File: src/bale_pkg.sv
// Shared types, codes and defaults for the bounded array list engine.
`default_nettype none
package bale_pkg;

   localparam int CAPACITY_DEF     = 32;
   localparam int ELEMENT_BITS_DEF = 8;
   localparam int KIND_W           = 4;
   localparam int STATUS_W         = 2;

   localparam logic [KIND_W-1:0] KIND_CLEAR    = 4'd0;
   localparam logic [KIND_W-1:0] KIND_APPEND   = 4'd1;
   localparam logic [KIND_W-1:0] KIND_INSERT   = 4'd2;
   localparam logic [KIND_W-1:0] KIND_DELETE   = 4'd3;
   localparam logic [KIND_W-1:0] KIND_FIND     = 4'd4;
   localparam logic [KIND_W-1:0] KIND_FIND_TR  = 4'd5;
   localparam logic [KIND_W-1:0] KIND_FIND_MTF = 4'd6;
   localparam logic [KIND_W-1:0] KIND_BIN_FIND = 4'd7;
   localparam logic [KIND_W-1:0] KIND_REVERSE  = 4'd8;
   localparam logic [KIND_W-1:0] KIND_SORTED   = 4'd9;
   localparam logic [KIND_W-1:0] KIND_PARTIT   = 4'd10;
   localparam logic [KIND_W-1:0] KIND_READ     = 4'd11;

   localparam logic [STATUS_W-1:0] ST_OK    = 2'd0;
   localparam logic [STATUS_W-1:0] ST_RANGE = 2'd1;
   localparam logic [STATUS_W-1:0] ST_MISS  = 2'd2;

   typedef enum logic [2:0] {
      A_HOLD, A_ZERO, A_POS, A_CNT, A_INC, A_DEC, A_MIDP1
   } a_op_type;

   typedef enum logic [3:0] {
      B_HOLD, B_ZERO, B_CNT, B_CNTM1, B_POSP1, B_AM1, B_DEC, B_INC, B_MID
   } b_op_type;

   typedef enum logic [1:0] {C_HOLD, C_ZERO, C_INC, C_DEC} cnt_op_type;
   typedef enum logic [1:0] {AD_A, AD_B, AD_MID} addr_sel_type;
   typedef enum logic [1:0] {WD_VAL, WD_Q, WD_T1} wdat_sel_type;
   typedef enum logic {WH_A, WH_MID} where_sel_type;

   typedef struct packed {
      logic                load_req;
      logic                rd_en;
      addr_sel_type        rd_sel;
      logic                wr_en;
      addr_sel_type        wr_sel;
      wdat_sel_type        wd_sel;
      a_op_type            a_op;
      b_op_type            b_op;
      cnt_op_type          cnt_op;
      logic                t1_load;
      logic                set_status;
      logic [STATUS_W-1:0] status_val;
      logic                where_load;
      where_sel_type       where_sel;
      logic                read_load;
      logic                sorted_set;
      logic                sorted_val;
      logic                rsp_load;
   } cmd_type;

   typedef struct packed {
      logic full;
      logic pos_le_cnt;
      logic pos_lt_cnt;
      logic a_gt_pos;
      logic a_lt_cnt;
      logic b_lt_cnt;
      logic a_lt_b;
      logic rev_go;
      logic a_nz;
      logic a_p1_lt_cnt;
      logic cnt_le1;
      logic q_eq_val;
      logic q_gt_val;
      logic q_neg;
      logic t1_gt_q;
   } flag_type;

endpackage
`default_nettype wire

File: src/bounded_array_list_engine.sv
// Bounded array list engine: an ordered list of signed elements with list operations.
// Each operation ends with a sorted scan of the live elements before rsp_tvalid rises; the
// store has one read port. One item is in work at a time; the engine is ready for the next
// beat in the cycle after the result is registered, which waits while rsp_tready holds back
// the previous result. Reset empties the list; stored elements stay.
`default_nettype none
module bounded_array_list_engine #(
   parameter int CAPACITY     = bale_pkg::CAPACITY_DEF,
   parameter int ELEMENT_BITS = bale_pkg::ELEMENT_BITS_DEF,
   localparam int IDX_W  = $clog2(CAPACITY),
   localparam int CNT_W  = $clog2(CAPACITY + 1),
   localparam int REQ_DW = ((IDX_W + ELEMENT_BITS + 7) / 8) * 8,
   localparam int RSP_DW = ((bale_pkg::STATUS_W + IDX_W + ELEMENT_BITS + 1 + CNT_W + 7) / 8) * 8
) (
   input  logic                        clock,
   input  logic                        reset,
   input  logic                        req_tvalid,
   output logic                        req_tready,
   input  logic [REQ_DW-1:0]           req_tdata,  // position_in, element_in
   input  logic [bale_pkg::KIND_W-1:0] req_tuser,  // kind
   output logic                        rsp_tvalid,
   input  logic                        rsp_tready,
   output logic [RSP_DW-1:0]           rsp_tdata   // status, position_out, element_out,
                                                   // is_sorted, count
);
   import bale_pkg::*;

   cmd_type                 cmd;
   flag_type                flags;
   logic [STATUS_W-1:0]     rsp_status;
   logic [IDX_W-1:0]        rsp_position;
   logic [ELEMENT_BITS-1:0] rsp_element;
   logic                    rsp_sorted;
   logic [CNT_W-1:0]        rsp_count;

   bale_ctrl u_ctrl (
      .clock      (clock),
      .reset      (reset),
      .req_tvalid (req_tvalid),
      .req_tready (req_tready),
      .req_kind   (req_tuser),
      .rsp_tvalid (rsp_tvalid),
      .rsp_tready (rsp_tready),
      .cmd        (cmd),
      .flags      (flags)
   );

   bale_dpath #(.CAPACITY(CAPACITY), .ELEMENT_BITS(ELEMENT_BITS)) u_dpath (
      .clock        (clock),
      .reset        (reset),
      .cmd          (cmd),
      .flags        (flags),
      .req_position (req_tdata[IDX_W-1:0]),
      .req_element  (req_tdata[IDX_W+ELEMENT_BITS-1:IDX_W]),
      .rsp_status   (rsp_status),
      .rsp_position (rsp_position),
      .rsp_element  (rsp_element),
      .rsp_sorted   (rsp_sorted),
      .rsp_count    (rsp_count)
   );

   assign rsp_tdata = RSP_DW'({rsp_count, rsp_sorted, rsp_element, rsp_position, rsp_status});

   a_count_bound: assert property (@(posedge clock) disable iff (reset)
      rsp_tvalid |-> rsp_count <= CNT_W'(CAPACITY))
      else $error("live count beyond capacity");

   a_status_code: assert property (@(posedge clock) disable iff (reset)
      rsp_tvalid |-> (rsp_status == ST_OK || rsp_status == ST_RANGE || rsp_status == ST_MISS))
      else $error("undefined status code");

   a_one_at_a_time: assert property (@(posedge clock) disable iff (reset)
      (req_tvalid && req_tready) |=> !req_tready)
      else $error("second beat taken while an item is in work");

   a_miss_no_pos: assert property (@(posedge clock) disable iff (reset)
      (rsp_tvalid && rsp_status == ST_MISS) |-> rsp_position == '0)
      else $error("position reported for a missed search");
endmodule
`default_nettype wire

File: src/bale_ram.sv
// Generic single-write, single-read RAM with registered read data.
`default_nettype none
module bale_ram #(
   parameter int WIDTH = 8,
   parameter int DEPTH = 32,
   localparam int ADDR_W = $clog2(DEPTH)
) (
   input  logic              clock,
   input  logic              wr_en,
   input  logic [ADDR_W-1:0] wr_addr,
   input  logic [WIDTH-1:0]  wr_data,
   input  logic              rd_en,
   input  logic [ADDR_W-1:0] rd_addr,
   output logic [WIDTH-1:0]  rd_data
);
   logic [WIDTH-1:0] mem_ff [DEPTH];
   logic [WIDTH-1:0] rd_data_ff;

   always_ff @(posedge clock) begin
      if (wr_en) begin
         mem_ff[wr_addr] <= wr_data;
      end
      if (rd_en) begin
         rd_data_ff <= mem_ff[rd_addr];
      end
   end

   assign rd_data = rd_data_ff;
endmodule
`default_nettype wire

File: src/bale_dpath.sv
// Datapath: element store, walk pointers, live count and the result register.
`default_nettype none
module bale_dpath #(
   parameter int CAPACITY     = bale_pkg::CAPACITY_DEF,
   parameter int ELEMENT_BITS = bale_pkg::ELEMENT_BITS_DEF,
   localparam int IDX_W = $clog2(CAPACITY),
   localparam int CNT_W = $clog2(CAPACITY + 1)
) (
   input  logic                          clock,
   input  logic                          reset,
   input  bale_pkg::cmd_type             cmd,
   output bale_pkg::flag_type            flags,
   input  logic [IDX_W-1:0]              req_position,
   input  logic [ELEMENT_BITS-1:0]       req_element,
   output logic [bale_pkg::STATUS_W-1:0] rsp_status,
   output logic [IDX_W-1:0]              rsp_position,
   output logic [ELEMENT_BITS-1:0]       rsp_element,
   output logic                          rsp_sorted,
   output logic [CNT_W-1:0]              rsp_count
);
   import bale_pkg::*;

   logic [IDX_W-1:0]        pos_ff;
   logic [ELEMENT_BITS-1:0] val_ff, t1_ff, rdval_ff, q;
   logic [CNT_W-1:0]        a_ff, a_in, b_ff, b_in, cnt_ff, cnt_in, mid, pos_w;
   logic [CNT_W:0]          mid_sum, a_p1;
   logic [STATUS_W-1:0]     status_ff;
   logic [IDX_W-1:0]        where_ff;
   logic                    sorted_ff;
   logic [IDX_W-1:0]        rd_addr, wr_addr;
   logic [ELEMENT_BITS-1:0] wr_data;
   logic [STATUS_W-1:0]     out_status_ff;
   logic [IDX_W-1:0]        out_pos_ff;
   logic [ELEMENT_BITS-1:0] out_elem_ff;
   logic                    out_sorted_ff;
   logic [CNT_W-1:0]        out_cnt_ff;

   assign pos_w   = CNT_W'(pos_ff);
   assign mid_sum = {1'b0, a_ff} + {1'b0, b_ff} - (CNT_W+1)'(1);
   assign mid     = mid_sum[CNT_W:1];
   assign a_p1    = {1'b0, a_ff} + (CNT_W+1)'(1);

   always_comb begin
      unique case (cmd.rd_sel)
         AD_A:    rd_addr = a_ff[IDX_W-1:0];
         AD_B:    rd_addr = b_ff[IDX_W-1:0];
         default: rd_addr = mid[IDX_W-1:0];
      endcase
      wr_addr = (cmd.wr_sel == AD_B) ? b_ff[IDX_W-1:0] : a_ff[IDX_W-1:0];
      unique case (cmd.wd_sel)
         WD_VAL:  wr_data = val_ff;
         WD_Q:    wr_data = q;
         default: wr_data = t1_ff;
      endcase
   end

   bale_ram #(.WIDTH(ELEMENT_BITS), .DEPTH(CAPACITY)) u_store (
      .clock   (clock),
      .wr_en   (cmd.wr_en),
      .wr_addr (wr_addr),
      .wr_data (wr_data),
      .rd_en   (cmd.rd_en),
      .rd_addr (rd_addr),
      .rd_data (q)
   );

   always_comb begin
      unique case (cmd.a_op)
         A_ZERO:  a_in = '0;
         A_POS:   a_in = pos_w;
         A_CNT:   a_in = cnt_ff;
         A_INC:   a_in = a_ff + CNT_W'(1);
         A_DEC:   a_in = a_ff - CNT_W'(1);
         A_MIDP1: a_in = mid + CNT_W'(1);
         default: a_in = a_ff;
      endcase
      unique case (cmd.b_op)
         B_ZERO:  b_in = '0;
         B_CNT:   b_in = cnt_ff;
         B_CNTM1: b_in = (cnt_ff == '0) ? '0 : cnt_ff - CNT_W'(1);
         B_POSP1: b_in = pos_w + CNT_W'(1);
         B_AM1:   b_in = a_ff - CNT_W'(1);
         B_DEC:   b_in = b_ff - CNT_W'(1);
         B_INC:   b_in = b_ff + CNT_W'(1);
         B_MID:   b_in = mid;
         default: b_in = b_ff;
      endcase
      unique case (cmd.cnt_op)
         C_ZERO:  cnt_in = '0;
         C_INC:   cnt_in = cnt_ff + CNT_W'(1);
         C_DEC:   cnt_in = cnt_ff - CNT_W'(1);
         default: cnt_in = cnt_ff;
      endcase
   end

   always_ff @(posedge clock) begin
      if (reset) begin
         cnt_ff <= '0;
      end else begin
         cnt_ff <= cnt_in;
      end
   end

   always_ff @(posedge clock) begin
      a_ff <= a_in;
      b_ff <= b_in;
      if (cmd.load_req) begin
         pos_ff    <= req_position;
         val_ff    <= req_element;
         status_ff <= ST_OK;
         where_ff  <= '0;
         rdval_ff  <= '0;
      end else begin
         if (cmd.set_status) status_ff <= cmd.status_val;
         if (cmd.where_load) begin
            where_ff <= (cmd.where_sel == WH_MID) ? mid[IDX_W-1:0] : a_ff[IDX_W-1:0];
         end
         if (cmd.read_load) rdval_ff <= q;
      end
      if (cmd.t1_load) t1_ff <= q;
      if (cmd.sorted_set) sorted_ff <= cmd.sorted_val;
      if (cmd.rsp_load) begin
         out_status_ff <= status_ff;
         out_pos_ff    <= where_ff;
         out_elem_ff   <= rdval_ff;
         out_sorted_ff <= sorted_ff;
         out_cnt_ff    <= cnt_ff;
      end
   end

   always_comb begin
      flags.full        = (cnt_ff == CNT_W'(CAPACITY));
      flags.pos_le_cnt  = (pos_w <= cnt_ff);
      flags.pos_lt_cnt  = (pos_w < cnt_ff);
      flags.a_gt_pos    = (a_ff > pos_w);
      flags.a_lt_cnt    = (a_ff < cnt_ff);
      flags.b_lt_cnt    = (b_ff < cnt_ff);
      flags.a_lt_b      = (a_ff < b_ff);
      flags.rev_go      = (b_ff != '0) && (a_p1 < {1'b0, b_ff});
      flags.a_nz        = (a_ff != '0);
      flags.a_p1_lt_cnt = (a_p1 < {1'b0, cnt_ff});
      flags.cnt_le1     = (cnt_ff <= CNT_W'(1));
      flags.q_eq_val    = (q == val_ff);
      flags.q_gt_val    = ($signed(q) > $signed(val_ff));
      flags.q_neg       = q[ELEMENT_BITS-1];
      flags.t1_gt_q     = ($signed(t1_ff) > $signed(q));
   end

   assign rsp_status   = out_status_ff;
   assign rsp_position = out_pos_ff;
   assign rsp_element  = out_elem_ff;
   assign rsp_sorted   = out_sorted_ff;
   assign rsp_count    = out_cnt_ff;
endmodule
`default_nettype wire

File: src/bale_ctrl.sv
// Controller: sequences each operation over the element store, at most one access a cycle.
`default_nettype none
module bale_ctrl (
   input  logic                        clock,
   input  logic                        reset,
   input  logic                        req_tvalid,
   output logic                        req_tready,
   input  logic [bale_pkg::KIND_W-1:0] req_kind,
   output logic                        rsp_tvalid,
   input  logic                        rsp_tready,
   output bale_pkg::cmd_type           cmd,
   input  bale_pkg::flag_type          flags
);
   import bale_pkg::*;

   typedef enum logic [28:0] {
      S_IDLE    = 29'b1 << 0,
      S_DISP    = 29'b1 << 1,
      S_APP     = 29'b1 << 2,
      S_INS_CHK = 29'b1 << 3,
      S_INS_WR  = 29'b1 << 4,
      S_DEL_CHK = 29'b1 << 5,
      S_DEL_WR  = 29'b1 << 6,
      S_RD_REQ  = 29'b1 << 7,
      S_RD_WAIT = 29'b1 << 8,
      S_FND_RD  = 29'b1 << 9,
      S_FND_CMP = 29'b1 << 10,
      S_BIN_CHK = 29'b1 << 11,
      S_BIN_CMP = 29'b1 << 12,
      S_REV_CHK = 29'b1 << 13,
      S_PAR_OUT = 29'b1 << 14,
      S_PAR_RA  = 29'b1 << 15,
      S_PAR_CA  = 29'b1 << 16,
      S_PAR_RB  = 29'b1 << 17,
      S_PAR_CB  = 29'b1 << 18,
      S_SW0     = 29'b1 << 19,
      S_SW1     = 29'b1 << 20,
      S_SW2     = 29'b1 << 21,
      S_SW3     = 29'b1 << 22,
      S_SRT0    = 29'b1 << 23,
      S_SRT1    = 29'b1 << 24,
      S_SRT2    = 29'b1 << 25,
      S_SRT3    = 29'b1 << 26,
      S_SRT4    = 29'b1 << 27,
      S_FIN     = 29'b1 << 28
   } state_type;

   state_type         state_ff, state_in;
   logic [KIND_W-1:0] kind_ff;
   logic              rsp_valid_ff, rsp_valid_in;
   logic              accept;

   assign req_tready = (state_ff == S_IDLE);
   assign accept     = req_tvalid && req_tready;
   assign rsp_tvalid = rsp_valid_ff;

   always_comb begin
      cmd          = '0;
      state_in     = state_ff;
      cmd.load_req = accept;
      unique case (state_ff)
         S_IDLE: begin
            if (accept) state_in = S_DISP;
         end
         S_DISP: begin
            state_in = S_SRT0;
            unique case (kind_ff)
               KIND_CLEAR: cmd.cnt_op = C_ZERO;
               KIND_APPEND: begin
                  if (flags.full) begin
                     cmd.set_status = 1'b1;
                     cmd.status_val = ST_RANGE;
                  end else begin
                     cmd.a_op = A_CNT;
                     state_in = S_APP;
                  end
               end
               KIND_INSERT: begin
                  if (!flags.full && flags.pos_le_cnt) begin
                     cmd.a_op = A_CNT;
                     cmd.b_op = B_CNTM1;
                     state_in = S_INS_CHK;
                  end else begin
                     cmd.set_status = 1'b1;
                     cmd.status_val = ST_RANGE;
                  end
               end
               KIND_DELETE: begin
                  if (flags.pos_lt_cnt) begin
                     cmd.a_op = A_POS;
                     cmd.b_op = B_POSP1;
                     state_in = S_DEL_CHK;
                  end else begin
                     cmd.set_status = 1'b1;
                     cmd.status_val = ST_RANGE;
                  end
               end
               KIND_FIND, KIND_FIND_TR, KIND_FIND_MTF: begin
                  cmd.a_op = A_ZERO;
                  state_in = S_FND_RD;
               end
               KIND_BIN_FIND: begin
                  cmd.a_op = A_ZERO;
                  cmd.b_op = B_CNT;
                  state_in = S_BIN_CHK;
               end
               KIND_REVERSE: begin
                  cmd.a_op = A_ZERO;
                  cmd.b_op = B_CNT;
                  state_in = S_REV_CHK;
               end
               KIND_PARTIT: begin
                  cmd.a_op = A_ZERO;
                  cmd.b_op = B_CNTM1;
                  state_in = S_PAR_OUT;
               end
               KIND_READ: begin
                  if (flags.pos_lt_cnt) begin
                     cmd.a_op = A_POS;
                     state_in = S_RD_REQ;
                  end else begin
                     cmd.set_status = 1'b1;
                     cmd.status_val = ST_RANGE;
                  end
               end
               default: state_in = S_SRT0;
            endcase
         end
         S_APP: begin
            cmd.wr_en  = 1'b1;
            cmd.wr_sel = AD_A;
            cmd.wd_sel = WD_VAL;
            cmd.cnt_op = C_INC;
            state_in   = S_SRT0;
         end
         // Shift up from the top: b trails a by one.
         S_INS_CHK: begin
            if (flags.a_gt_pos) begin
               cmd.rd_en  = 1'b1;
               cmd.rd_sel = AD_B;
               state_in   = S_INS_WR;
            end else begin
               cmd.wr_en  = 1'b1;
               cmd.wr_sel = AD_A;
               cmd.wd_sel = WD_VAL;
               cmd.cnt_op = C_INC;
               state_in   = S_SRT0;
            end
         end
         S_INS_WR: begin
            cmd.wr_en  = 1'b1;
            cmd.wr_sel = AD_A;
            cmd.wd_sel = WD_Q;
            cmd.a_op   = A_DEC;
            cmd.b_op   = B_DEC;
            state_in   = S_INS_CHK;
         end
         S_DEL_CHK: begin
            if (flags.b_lt_cnt) begin
               cmd.rd_en  = 1'b1;
               cmd.rd_sel = AD_B;
               state_in   = S_DEL_WR;
            end else begin
               cmd.cnt_op = C_DEC;
               state_in   = S_SRT0;
            end
         end
         S_DEL_WR: begin
            cmd.wr_en  = 1'b1;
            cmd.wr_sel = AD_A;
            cmd.wd_sel = WD_Q;
            cmd.a_op   = A_INC;
            cmd.b_op   = B_INC;
            state_in   = S_DEL_CHK;
         end
         S_RD_REQ: begin
            cmd.rd_en  = 1'b1;
            cmd.rd_sel = AD_A;
            state_in   = S_RD_WAIT;
         end
         S_RD_WAIT: begin
            cmd.read_load = 1'b1;
            state_in      = S_SRT0;
         end
         S_FND_RD: begin
            if (flags.a_lt_cnt) begin
               cmd.rd_en  = 1'b1;
               cmd.rd_sel = AD_A;
               state_in   = S_FND_CMP;
            end else begin
               cmd.set_status = 1'b1;
               cmd.status_val = ST_MISS;
               state_in       = S_SRT0;
            end
         end
         S_FND_CMP: begin
            if (flags.q_eq_val) begin
               cmd.where_load = 1'b1;
               cmd.where_sel  = WH_A;
               state_in       = S_SRT0;
               if (kind_ff == KIND_FIND_TR && flags.a_nz) begin
                  cmd.b_op = B_AM1;
                  state_in = S_SW0;
               end else if (kind_ff == KIND_FIND_MTF) begin
                  cmd.b_op = B_ZERO;
                  state_in = S_SW0;
               end
            end else begin
               cmd.a_op = A_INC;
               state_in = S_FND_RD;
            end
         end
         // Halving walk over [a, b); mid is taken from the pointers.
         S_BIN_CHK: begin
            if (flags.a_lt_b) begin
               cmd.rd_en  = 1'b1;
               cmd.rd_sel = AD_MID;
               state_in   = S_BIN_CMP;
            end else begin
               cmd.set_status = 1'b1;
               cmd.status_val = ST_MISS;
               state_in       = S_SRT0;
            end
         end
         S_BIN_CMP: begin
            if (flags.q_eq_val) begin
               cmd.where_load = 1'b1;
               cmd.where_sel  = WH_MID;
               state_in       = S_SRT0;
            end else if (flags.q_gt_val) begin
               cmd.b_op = B_MID;
               state_in = S_BIN_CHK;
            end else begin
               cmd.a_op = A_MIDP1;
               state_in = S_BIN_CHK;
            end
         end
         S_REV_CHK: begin
            if (flags.rev_go) begin
               cmd.b_op = B_DEC;
               state_in = S_SW0;
            end else begin
               state_in = S_SRT0;
            end
         end
         S_PAR_OUT: begin
            state_in = flags.a_lt_b ? S_PAR_RA : S_SRT0;
         end
         S_PAR_RA: begin
            cmd.rd_en  = 1'b1;
            cmd.rd_sel = AD_A;
            state_in   = S_PAR_CA;
         end
         S_PAR_CA: begin
            if (flags.a_lt_b && flags.q_neg) begin
               cmd.a_op = A_INC;
               state_in = S_PAR_RA;
            end else begin
               state_in = S_PAR_RB;
            end
         end
         S_PAR_RB: begin
            cmd.rd_en  = 1'b1;
            cmd.rd_sel = AD_B;
            state_in   = S_PAR_CB;
         end
         S_PAR_CB: begin
            if (flags.a_lt_b && !flags.q_neg) begin
               cmd.b_op = B_DEC;
               state_in = S_PAR_RB;
            end else if (flags.a_lt_b) begin
               state_in = S_SW0;
            end else begin
               state_in = S_PAR_OUT;
            end
         end
         // Exchange of the entries at a and b.
         S_SW0: begin
            cmd.rd_en  = 1'b1;
            cmd.rd_sel = AD_A;
            state_in   = S_SW1;
         end
         S_SW1: begin
            cmd.t1_load = 1'b1;
            cmd.rd_en   = 1'b1;
            cmd.rd_sel  = AD_B;
            state_in    = S_SW2;
         end
         S_SW2: begin
            cmd.wr_en  = 1'b1;
            cmd.wr_sel = AD_A;
            cmd.wd_sel = WD_Q;
            state_in   = S_SW3;
         end
         S_SW3: begin
            cmd.wr_en  = 1'b1;
            cmd.wr_sel = AD_B;
            cmd.wd_sel = WD_T1;
            if (kind_ff == KIND_REVERSE) begin
               cmd.a_op = A_INC;
               state_in = S_REV_CHK;
            end else if (kind_ff == KIND_PARTIT) begin
               state_in = S_PAR_OUT;
            end else begin
               state_in = S_SRT0;
            end
         end
         // Sorted scan: t1 holds the previous element, q the current one.
         S_SRT0: begin
            cmd.a_op = A_ZERO;
            if (flags.cnt_le1) begin
               cmd.sorted_set = 1'b1;
               cmd.sorted_val = 1'b1;
               state_in       = S_FIN;
            end else begin
               state_in = S_SRT1;
            end
         end
         S_SRT1: begin
            cmd.rd_en  = 1'b1;
            cmd.rd_sel = AD_A;
            cmd.a_op   = A_INC;
            state_in   = S_SRT2;
         end
         S_SRT2: begin
            cmd.t1_load = 1'b1;
            cmd.rd_en   = 1'b1;
            cmd.rd_sel  = AD_A;
            state_in    = S_SRT3;
         end
         S_SRT3: begin
            if (flags.t1_gt_q) begin
               cmd.sorted_set = 1'b1;
               cmd.sorted_val = 1'b0;
               state_in       = S_FIN;
            end else if (flags.a_p1_lt_cnt) begin
               cmd.t1_load = 1'b1;
               cmd.a_op    = A_INC;
               state_in    = S_SRT4;
            end else begin
               cmd.sorted_set = 1'b1;
               cmd.sorted_val = 1'b1;
               state_in       = S_FIN;
            end
         end
         S_SRT4: begin
            cmd.rd_en  = 1'b1;
            cmd.rd_sel = AD_A;
            state_in   = S_SRT3;
         end
         S_FIN: begin
            if (!rsp_valid_ff || rsp_tready) begin
               cmd.rsp_load = 1'b1;
               state_in     = S_IDLE;
            end
         end
         default: state_in = S_IDLE;
      endcase
   end

   always_comb begin
      rsp_valid_in = rsp_valid_ff;
      if (cmd.rsp_load) begin
         rsp_valid_in = 1'b1;
      end else if (rsp_tready) begin
         rsp_valid_in = 1'b0;
      end
   end

   always_ff @(posedge clock) begin
      if (reset) begin
         state_ff     <= S_IDLE;
         rsp_valid_ff <= 1'b0;
      end else begin
         state_ff     <= state_in;
         rsp_valid_ff <= rsp_valid_in;
      end
   end

   always_ff @(posedge clock) begin
      if (accept) kind_ff <= req_kind;
   end
endmodule
`default_nettype wire
File: config.mk
export PLATFORM = sky130hd
export DESIGN_NAME = bounded_array_list_engine
export DESIGN_NICKNAME = d
export VERILOG_FILES = /design/src/bale_pkg.sv /design/src/bounded_array_list_engine.sv /design/src/bale_ram.sv /design/src/bale_dpath.sv /design/src/bale_ctrl.sv
export SDC_FILE = /design/constraint.sdc
export NUM_CORES = 1
export LEC_CHECK = 0
export BUFFER_PORTS_ARGS = -buffer_cell sky130_fd_sc_hd__buf_2
export CELL_PAD_IN_SITES_DETAIL_PLACEMENT = 0
export CELL_PAD_IN_SITES_GLOBAL_PLACEMENT = 1
export CORE_MARGIN = 4
export CORE_UTILIZATION = 30
export CTS_BUF_LIST = sky130_fd_sc_hd__clkbuf_2
export CTS_CLUSTER_SIZE = 8
export DETAILED_ROUTE_END_ITERATION = 8
export GPL_TIMING_DRIVEN = 0
export PLACE_DENSITY = 0.48
export SYNTH_ARGS = -nofsm -noshare
export SYNTH_HDL_FRONTEND = slang
export SYNTH_SLANG_ARGS = --single-unit
export TNS_END_PERCENT = 5
File: constraint.sdc
create_clock -name clock -period 12.7 [get_ports clock]
set_input_delay 2.54 -clock clock [delete_from_list [all_inputs] [get_ports clock]]
set_output_delay 2.54 -clock clock [all_outputs]
set_load 0.02 [all_outputs]
==> impl_metrics.tcl <==
set metrics [dict create \
    drt_iter0_markers 777 \
    fin_worst_skew_ps 71.5 \
    grt_usage_pct 17.7 \
    die_x_um 255 \
    fin_util_pct 33.9 \
    core_um2 60200 \
    num_vias 12700 \
    grt-ovfl-total 0 \
    end_kind "flop" \
    wl_per_cell_um 23.1 \
    nets 1734 \
    yosysWarningCount 0 \
    yosys.area_share.simple_pct 12.8 \
    drt-total-wl_um 57700 \
    vias_per_cell 5.07 \
    port-buffer-count 43 \
    grt_pass1_vias 12900 \
    numCtsBuffers 98 \
    row_count 90 \
    ys_async_sr_fraction_pct 0 \
    status "finished, violations left" \
    rrSetupSlack_ps 5530 \
    drc_errors 0 \
    synth_compound_area_share_pct 10.8 \
    worstPathRequired_ps 13440 \
    ys_ff_latch 375 \
    crit_arrival_ps 7910 \
    tritoncts "yes" \
    worstSkewPairLatency_ps 1120 \
    fillers 6124 \
    fp.dieH_um 255 \
    h-tree-depth 3 \
    cts.sinks 375 \
    timing_worst_setup_path_type "flop to flop" \
    synth_xor_area_share_pct 1.44 \
    startpoint_type "flop" \
    drv_slew 1 \
    ant_nets 0 \
    hold_viol 0 \
    drive_gt1_share_pct 16.1 \
    clock_tree.root_cell "clkbuf_2" \
    ir_drop_uv 62.5 \
    grt_pass1_wl_um 84400 \
    fp.dieArea_um2 64900 \
    synth_top_family_by_area "simple AND/OR/NAND/NOR gates" \
    dp_hpwl_um 41200 \
    synth_edf_count 324 \
    cts_buffer_depth 3 \
    initial_core_util_pct 30.3 \
    syn_inst 1493 \
    final_cell_mix "edfxtp_1, clkbuf_2, mux2i_1, nor2_1, nand2_1" \
    maxCapViolCount 1 \
    synthMuxAreaShare_pct 7.90 \
    synth_area_um2 18300 \
    pin_count 50 \
    grt_start_max_net_pins 33 \
    yosysSeqAreaShare_pct 58.9 \
    fmax_mhz 139 \
    final.setup.tns_ps 0 \
    period_needed_ps 7170 \
    hp-class "flop to flop" \
    layout_commonest_cell "edfxtp_1" \
    post-route-period-util_pct 56.5 \
    antenna_found_initial 2 \
    tightest_slew_ps 1500 \
    gp_congestion 0.828 \
    p_leak_uw 0.00721 \
    areaGrowthSynthToFinish_pct 12.0 \
    ys_types 84 \
    cts_resized 0 \
    synthAdderAreaFrac_pct 5.03 \
    path_clk_slew_ps 110 \
    cp_max_fo 10 \
    failed_checks "capacitance limit, slew limit" \
    power-per-cell-area_nw_per_um2 113 \
    setup_viol_count_final 0 \
    post-cts-setup-buffers 0 \
    syn_avg_cell_area_um2 12.2 \
    synthFlopType "edfxtp_1" \
    relSlewSlack_pct -0.285 \
    rsz0062_at_grt "false" \
    firstDrtPassIters 7 \
    cts-hold-fix-buffers 0 \
]
-- metrics by stage --
step                      cell area [µm²]  power (µW)  setup WS (ps)  hold slack, ps  instances
after floorplan                     18300        1410           7440             400       1494
after global placement              19500        1450           5490             410       2319
after detailed placement            19500        1450           5480             418       2319
after CTS                           20400        2360           5450             427       2499
after global routing                20400        2430           5430             445       2502
final                               20400        2300           5530             425       2502
-- state kept, by name, indices dropped and copies added, names as in the netlist, 4 cells and up --
register	flops
u_dpath.rdval_ff	8
u_dpath.val_ff	8
u_dpath.where_ff	5
u_dpath.rsp_position	5
u_ctrl.state_ff	29
u_dpath.u_store.mem_ff	256
u_dpath.b_ff	6
u_dpath.a_ff	6
u_ctrl.kind_ff	4
u_dpath.u_store.rd_data	8
u_dpath.cnt_ff	6
u_dpath.pos_ff	5
u_dpath.rsp_element	8
u_dpath.t1_ff	8
u_dpath.rsp_count	6
-- routing by layer --
| layer | vias up | track usage [%] | wire length [µm] |
|---|---|---|---|
| met5 | - | 0 | 0 |
| met4 | 0 | 7.58 | 2260 |
| met3 | 130 | 3.37 | 2260 |
| met2 | 311 | 29.7 | 27900 |
| met1 | 6216 | 22.5 | 25300 |
| li1 | 6038 | - | - |
-- cell usage after synthesis, types with 6 or more instances --
cell	n	share of area, %
o21a_1	17	0.70
o21ai_0	28	0.77
o211ai_1	15	0.62
o22ai_1	27	0.93
nand3b_1	7	0.29
nand2b_1	28	0.96
a21oi_1	84	2.3
or2_2	13	0.45
or4_1	9	0.37
buf_2	13	0.36
mux2_2	17	1.0
clkbuf_1	43	0.88
a31oi_1	12	0.41
buf_4	7	0.29
edfxtp_1	324	53
a21o_1	9	0.37
xnor2_1	22	1.1
nor3b_1	7	0.29
nand4b_1	10	0.48
xor2_1	8	0.38
dfxtp_1	51	5.6
inv_1	68	1.4
nor3_1	44	1.2
buf_1	6	0.12
or3_1	7	0.24
nor2b_1	22	0.75
nor2_1	101	2.1
nand4_1	13	0.45
nand2_1	97	2.0
mux2i_1	125	6.9
nor4_1	19	0.65
ha_1	71	4.9
a22o_1	7	0.34
nand3_1	26	0.71
a22oi_1	32	1.3
-- critical path: stages (launching register included) --
cell and delay [ps]:
edfxtp_1 500, clkbuf_1 350, clkinv_1 420, ha_1 430, inv_1 70, a211o_1 270, o32ai_1 1190, a221oi_1 580
a32o_1 450, nor2_1 890, nor4_2 270, a22o_1 330, nor4_1 770, o211ai_1 290
-- power breakdown --
group	switching (µW)	internal, µW	total (µW)
logic	54.7	17.6	72.3
registers	4.97	1340	1350
clock network	522	362	884
-- kinds of logic (layout without fill, tap and decap cells) --
group / Yosys count / after routing
buffers and inverters: 138 / 362
AND/OR/NAND/NOR: 441 / 441
flip-flops: 375 / 375
AO/OA/AOI/OAI: 293 / 293
XOR/XNOR: 30 / 30
multiplexers: 142 / 142
other: 1 / 4
adder cells (fa/ha/maj): 73 / 73
-- cell type report --
type	count	area, µm²	share of cell area (%)
Buffer	69	303	1.48
Clock inverter	31	209	1.02
Timing Repair Buffer	44	223	1.09
Sequential cell	375	10800	52.6
Inverter	69	259	1.27
Clock buffer	149	746	3.65
Antenna cell	2	5.00	0.0245
Tap cell	782	978	4.79
Multi-Input combinational cell	981	6970	34.1
-- path summary, 6_finish.rpt --
| path | endpoint | start | cells past startpoint |
|---|---|---|---|
| setup / recovery | u_dpath.u_store.rd_data[7]$_DFFE_PP_ | u_dpath.a_ff[3]$_DFFE_PP_ | 13 |
| hold / removal | u_dpath.rsp_count[3]$_DFFE_PP_ | u_dpath.cnt_ff[3]$_SDFFE_PP0P_ | 0 |
| setup reg to reg | u_dpath.u_store.rd_data[7]$_DFFE_PP_ | u_dpath.a_ff[3]$_DFFE_PP_ | 13 |
| hold reg to reg | u_dpath.rsp_count[3]$_DFFE_PP_ | u_dpath.cnt_ff[3]$_SDFFE_PP0P_ | 0 |
Power figures use the tool's default switching activity.
